<file path="config.mk">
export PLATFORM = sky130hd
export DESIGN_NAME = oal_ctrl
export DESIGN_NICKNAME = d
export VERILOG_FILES = /design/src/rtl/oal_pkg.sv /design/src/rtl/oal_ctrl.sv
export SDC_FILE = /design/constraint.sdc
export NUM_CORES = 1
export LEC_CHECK = 0
export BUFFER_PORTS_ARGS = -buffer_cell sky130_fd_sc_hd__buf_2
export CORE_AREA = 2 2 39 41
export DETAILED_ROUTE_END_ITERATION = 8
export DIE_AREA = 0 0 41 43
export PLACE_DENSITY = 0.72
export SYNTH_ARGS = -nofsm -noshare
export SYNTH_HDL_FRONTEND = slang
export SYNTH_SLANG_ARGS = --single-unit
</file>
<file path="constraint.sdc">
create_clock -name clk -period 1.9 [get_ports clk]
set_input_delay 0.38 -clock clk [delete_from_list [all_inputs] [get_ports clk]]
set_output_delay 0.38 -clock clk [all_outputs]
set_load 0.02 [all_outputs]
</file>
<file path="src/rtl/oal_pkg.sv">
// ----------------------------------------------------------------------------
// Ordered array list package
// Command codes, controller states and the control and status bundles that
// join the controller to the datapath.
// ----------------------------------------------------------------------------
package oal_pkg;

    // Default number of entries the list can hold.
    localparam int DEF_CAPACITY = 64;

    // Width of the command code and of one entry field.
    localparam int CMD_W   = 3;
    localparam int FIELD_W = 32;

    // Command codes carried on the input tuser.
    typedef enum logic [CMD_W-1:0] {
        CMD_APPEND = 3'd0,
        CMD_INSERT = 3'd1,
        CMD_DELETE = 3'd2,
        CMD_READ   = 3'd3,
        CMD_WRITE  = 3'd4
    } cmd_t;

    // Address sources for the entry memory ports.
    typedef enum logic [2:0] {
        ADDR_POS,
        ADDR_CNT,
        ADDR_PTR,
        ADDR_PTR_DN,
        ADDR_PTR_UP
    } addr_sel_t;

    // Controller states.
    typedef enum logic [2:0] {
        ST_IDLE,
        ST_EXEC,
        ST_UP_CHECK,
        ST_UP_WRITE,
        ST_DN_CHECK,
        ST_DN_WRITE,
        ST_CAPTURE,
        ST_FINISH
    } state_t;

    // Commands from the controller to the datapath.
    typedef struct packed {
        logic      load_in;
        logic      res_init;
        logic      res_capture;
        logic      mem_we;
        logic      wr_from_rd;
        addr_sel_t waddr_sel;
        logic      mem_re;
        addr_sel_t raddr_sel;
        logic      ptr_load_cnt;
        logic      ptr_load_pos;
        logic      ptr_inc;
        logic      ptr_dec;
        logic      cnt_inc;
        logic      cnt_dec;
        logic      out_load;
    } ctl_cmd_t;

    // Status from the datapath to the controller.
    typedef struct packed {
        logic [CMD_W-1:0] cmd;
        logic             legal;
        logic             ptr_at_pos;
        logic             ptr_at_end;
        logic             out_free;
    } dp_status_t;

endpackage

</file>
<file path="src/rtl/oal_ctrl.sv">
// ----------------------------------------------------------------------------
// Ordered array list controller
// Sequences each command: range check, memory accesses, entry shifting and
// the hand-off of the result word to the output register.
// ----------------------------------------------------------------------------
module oal_ctrl (
    input  logic               clk,
    input  logic               rst_n,
    input  logic               in_valid,
    output logic               in_ready,
    input  oal_pkg::dp_status_t status,
    output oal_pkg::ctl_cmd_t  ctl
);
    import oal_pkg::*;

    state_t state_reg;
    state_t state_next;

    // State register.
    always_ff @(posedge clk or negedge rst_n)
    begin
        if (!rst_n)
        begin
            state_reg <= ST_IDLE;
        end
        else
        begin
            state_reg <= state_next;
        end
    end

    assign in_ready = (state_reg == ST_IDLE);

    // Next state and datapath commands.
    always_comb
    begin
        state_next = state_reg;
        ctl        = '0;
        ctl.waddr_sel = ADDR_POS;
        ctl.raddr_sel = ADDR_POS;
        case (state_reg)
            ST_IDLE:
            begin
                if (in_valid)
                begin
                    ctl.load_in = 1'b1;
                    state_next  = ST_EXEC;
                end
            end
            ST_EXEC:
            begin
                ctl.res_init = 1'b1;
                state_next   = ST_FINISH;
                if (status.legal)
                begin
                    case (status.cmd)
                        CMD_APPEND:
                        begin
                            ctl.mem_we    = 1'b1;
                            ctl.waddr_sel = ADDR_CNT;
                            ctl.cnt_inc   = 1'b1;
                        end
                        CMD_INSERT:
                        begin
                            ctl.ptr_load_cnt = 1'b1;
                            state_next       = ST_UP_CHECK;
                        end
                        CMD_DELETE:
                        begin
                            ctl.mem_re       = 1'b1;
                            ctl.raddr_sel    = ADDR_POS;
                            ctl.ptr_load_pos = 1'b1;
                            state_next       = ST_CAPTURE;
                        end
                        CMD_READ:
                        begin
                            ctl.mem_re    = 1'b1;
                            ctl.raddr_sel = ADDR_POS;
                            state_next    = ST_CAPTURE;
                        end
                        CMD_WRITE:
                        begin
                            ctl.mem_we    = 1'b1;
                            ctl.waddr_sel = ADDR_POS;
                        end
                        default:
                        begin
                            state_next = ST_FINISH;
                        end
                    endcase
                end
            end
            ST_UP_CHECK:
            begin
                // Once the gap reaches the position, the new entry drops in.
                if (status.ptr_at_pos)
                begin
                    ctl.mem_we    = 1'b1;
                    ctl.waddr_sel = ADDR_POS;
                    ctl.cnt_inc   = 1'b1;
                    state_next    = ST_FINISH;
                end
                else
                begin
                    ctl.mem_re    = 1'b1;
                    ctl.raddr_sel = ADDR_PTR_DN;
                    state_next    = ST_UP_WRITE;
                end
            end
            ST_UP_WRITE:
            begin
                ctl.mem_we     = 1'b1;
                ctl.wr_from_rd = 1'b1;
                ctl.waddr_sel  = ADDR_PTR;
                ctl.ptr_dec    = 1'b1;
                state_next     = ST_UP_CHECK;
            end
            ST_CAPTURE:
            begin
                ctl.res_capture = 1'b1;
                if (status.cmd == CMD_DELETE)
                begin
                    state_next = ST_DN_CHECK;
                end
                else
                begin
                    state_next = ST_FINISH;
                end
            end
            ST_DN_CHECK:
            begin
                // The last entry has moved down once the pointer reaches the end.
                if (status.ptr_at_end)
                begin
                    ctl.cnt_dec = 1'b1;
                    state_next  = ST_FINISH;
                end
                else
                begin
                    ctl.mem_re    = 1'b1;
                    ctl.raddr_sel = ADDR_PTR_UP;
                    state_next    = ST_DN_WRITE;
                end
            end
            ST_DN_WRITE:
            begin
                ctl.mem_we     = 1'b1;
                ctl.wr_from_rd = 1'b1;
                ctl.waddr_sel  = ADDR_PTR;
                ctl.ptr_inc    = 1'b1;
                state_next     = ST_DN_CHECK;
            end
            ST_FINISH:
            begin
                if (status.out_free)
                begin
                    ctl.out_load = 1'b1;
                    state_next   = ST_IDLE;
                end
            end
            default:
            begin
                state_next = ST_IDLE;
            end
        endcase
    end

endmodule

</file>
# After elaboration in Yosys (flattened, before gate mapping)
# Cells that the tools add are included.
dict set report op_classes {
  addsub 0
  mul 0
  div_mod_pow 0
  magnitude_cmp 0
  eq_ne 13
  shift 0
  mux 36
  n_bitwise 0
  n_reduce_logical 6
}
# operator n
set op_table {}
lappend op_table {{$pmux W3 S8} 1}
lappend op_table {{$mux W1} 19}
lappend op_table {{$eq A3 B3 Y1 const B} 5}
lappend op_table {{$eq A3 B2 Y1 const B} 4}
lappend op_table {{$mux W3} 4}
lappend op_table {{$mux W4} 3}
lappend op_table {{$pmux W3 S2} 2}
lappend op_table {{$pmux W4 S3} 1}
lappend op_table {{$mux W7} 1}
lappend op_table {{$eq A3 B1 Y1 const B} 2}
lappend op_table {{$logic_not A3 Y1} 2}
lappend op_table {{$mux W2} 3}
lappend op_table {{$reduce_or A2 Y1} 3}
lappend op_table {{$ne A2 B2 Y1 const B} 2}
lappend op_table {{$pmux W1 S3} 1}
lappend op_table {{$pmux W1 S2} 1}
lappend op_table {{$reduce_and A2 Y1} 1}
dict set report totals {
  reg_bits 3
  latchBits 0
  mem_bits_rw 0
  romBits 0
  in_bits 10
  wordCells 56
  mem_count 0
}

# Longest topological paths before layout
dict set report logic_depth {
  word_depth 5
  depth_mapped 4
  depth_no_buf 4
}

# Least setup slack after synthesis
# Ideal clock, no wire load.
dict set report synth_path {
  kind {register to output}
  startpoint {register state_reg[0]}
  endpoint {output port ctl[10] (netlist name)}
  arrival_time_ns 1.629
  path_slack_ns -0.109
  path_stages_with_launch 3
  cell_sequence {dfrtp_1 nor4b_1 a311o_1}
}
# item line_no
set synth_lines {}
lappend synth_lines {{start, declared} oal_ctrl.sv:16} ;# state_t state_reg;
lappend synth_lines {{start signal, assigned} oal_ctrl.sv:28} ;# state_reg <= state_next;
lappend synth_lines {{end, declared} oal_ctrl.sv:12} ;# output oal_pkg::ctl_cmd_t ctl

==> flow_summary.yaml <==
run_status:
  status: "finished, final reports clean"
synth:
  syn_inst: 54
  synth_warnings: 0
  yosysTopAreaCellShare: 0.184
  synth_largest_area_cell: "dfrtp_1"
  syn_nets: 64
  async_reset_ff_frac: 1.00
  synth_flop_cell: "dfrtp_1"
  synth_area_leaders: "dfrtp_1, buf_4, nand2_1"
  synth_enable_flop_cells: 0
  netlist_area_um2: 408
  ys_ff_latch: 3
  synthTopCellsByCount: "buf_4, nand2_1, nor2_1"
  synth_area_per_cell_um2: 7.55
  synth_cell_types: 30
  yosysSeqAreaShare: 0.184
global_routing:
  grt_usage: 0.141
  grt_pass1_vias: 410
  grt_pass1_wl_mm: 1.72
  antenna_found_initial: 0
  grt.overflow.total: 0
  grt_max_degree: 18
setup_path:
  reg2reg_slack_ns: 0.72
  cpLargestDelayFamily: "flip-flops"
  cpPeakStageDelay_ns: 0.46
  critPathBufInv: 1
  rr_worst_depth: 4
  cp_max_fo: 10
  crit_type: "register to output port"
  cp_slowest_cell: "dfrtp_2"
  worstSetupEndpointType: "output port"
  regToRegEndpoint: "state_reg[0]"
  cp.required_ns: 1.52
  regToRegStartpoint: "state_reg[1]"
  crit_arrival_ns: 1.46
  path_cells: "nor2b_2 > nor3b_2 > a311o_1 > buf_2"
  cp-start-kind: "register"
clock_network:
  numCtsBuffers: 3
  htree_levels: 1
  cts-root-buf: "clkbuf_4"
  worstSkewPairLatency_ns: 0.23
  cts_tree: "done"
  clkTransAtPathRegs_ns: 0.04
  clkSinkCount: 3
  clock_tree.buffer_depth: 2
detailed_routing:
  drt-initial-drc-count: 1
  drt_wl_total_mm: 1.11
  drc_errors: 0
  viasPerCell: 4.98
  ant_nets: 0
  firstDrtPassIters: 4
  num_vias: 493
  wl_per_cell_um: 11.3
sta:
  hold_viol: 0
  fin_worst_skew_ns: 0.00103
  drv_slew: 0
  fmax_mhz: 544
  fin_tns_setup_ns: 0
  post-route-min-period_ns: 1.84
  rsz0062_at_grt: "yes"
  post-route-period-util: 0.968
  setup_viol: 0
  fin_ws_ns: 0.0612
pwr:
  p_leak_nw: 0.310
  switching_share: 0.517
  p_comb_frac: 0.641
  p_total_mw: 0.880
  irDropWorstVdd_mv: 0.537
  p_seq_frac: 0.230
  p_switching_mw: 0.455
  p_int_mw: 0.425
  power_frac_clock: 0.129
  power_density_nw_per_um2: 1470
die:
  dieArea_um2: 1760
  start_util: 0.295
  ios: 30
  dieHeight_um: 43
  die_x_um: 41
  core_region_area_um2: 1380
  row_count: 14
placement:
  gp_congestion: 0.762
  placed_area_um2: 549
  place_ws_ns: 0.206
  port_buffers: 28
  dp_hpwl_um: 904
final_layout:
  largest_reg_flops: 3
  final_area_um2: 597
  nNetsFinal: 94
  antenna_cells: 0
  drive_above_1_share: 0.554
  fin_util: 0.431
  area_growth_pct: 46.3
flow_run:
  cap_violations: 0
min_path:
  hold_path_class: "input pin to register"
  hold_end: "state_reg[0]"
  min_from: "in_valid"
  holdPathStages: 3
## per-layer routing
layer	vias to the layer above	global-route usage	part of all wire
met1	225	0.178	0.44
met4	0	0.0600	0
met2	18	0.206	0.48
li1	250	-	-
met3	0	0.0524	0.075
met5	-	0	0
## area by class of cell
type | count | area (um^2)
clock buffers | 4 | 26.3
flip-flops and latches | 3 | 78.8
repair buffers | 31 | 165
inverters | 2 | 7.51
fillers | 153 | 787
well taps | 16 | 20.0
multi-input cells | 43 | 299
## cell families (layout without fill, tap and decap cells)
| family | Yosys count | in the layout | share of synthesized area |
|---|---|---|---|
| other | 1 | 1 | 0.00919 |
| AO/OA/AOI/OAI | 11 | 11 | 0.190 |
| flip-flops | 3 | 3 | 0.184 |
| AND/OR/NAND/NOR | 31 | 31 | 0.488 |
| buffers and inverters | 8 | 37 | 0.129 |
## metrics by stage
step	cells	hold slack (ns)
after global placement	94	0.176
after floorplan	54	0.0844
final	99	0.401
after detailed placement	94	0.182
after global routing	99	0.427
after CTS	99	0.392
## layout by cell type (no fill, tap or decap), types with 2 or more instances in the layout
master	n
buf_2	28
nand2_1	6
nor2_1	4
a21oi_1	3
clkbuf_4	3
dfrtp_2	3
and3b_2	2
inv_1	2
nor3_1	2
o211ai_1	2
buf_4	2
## what timing repair did
action / in CTS / in global routing
resized for setup: 1 / 4
hold buffers: 1 / 0
endpoints found under the hold margin: 3 / 0
buffers inserted: 0 / 0
pin swaps: 0 / 0
endpoints found under the setup margin: 2 / 4
## worst register-to-register path: stages, from the launching register on
cell      delay [ns]
dfrtp_2         0.45
buf_4           0.17
nand2_4         0.06
o21a_1          0.17
a221oi_1        0.22
## power groups by stage
stage / Sequential (mW) / Clock [mW] / Combinational, mW
after floorplan: 0.127 / 0 / 0.495
after global placement: 0.185 / 0 / 0.554
after detailed placement: 0.190 / 0 / 0.561
after CTS: 0.191 / 0.121 / 0.564
after global routing: 0.214 / 0.129 / 0.612
final: 0.203 / 0.113 / 0.564
## worst max path at each step
stage	start	to	slack [ns]	cells after the start
6_report	state_reg[1]	ctl[10]	0.06	4
5_1_grt	state_reg[1]	ctl[10]	-0.01	4
4_1_cts	state_reg[2]	ctl[5]	0.003	4
3_5_place_dp	state_reg[0]	ctl[10]	0.21	4
3_3_place_gp	state_reg[0]	ctl[10]	0.25	4
2_1_floorplan	state_reg[1]	ctl[18]	0.05	3
No activity file was read; power rests on OpenSTA's default activity.
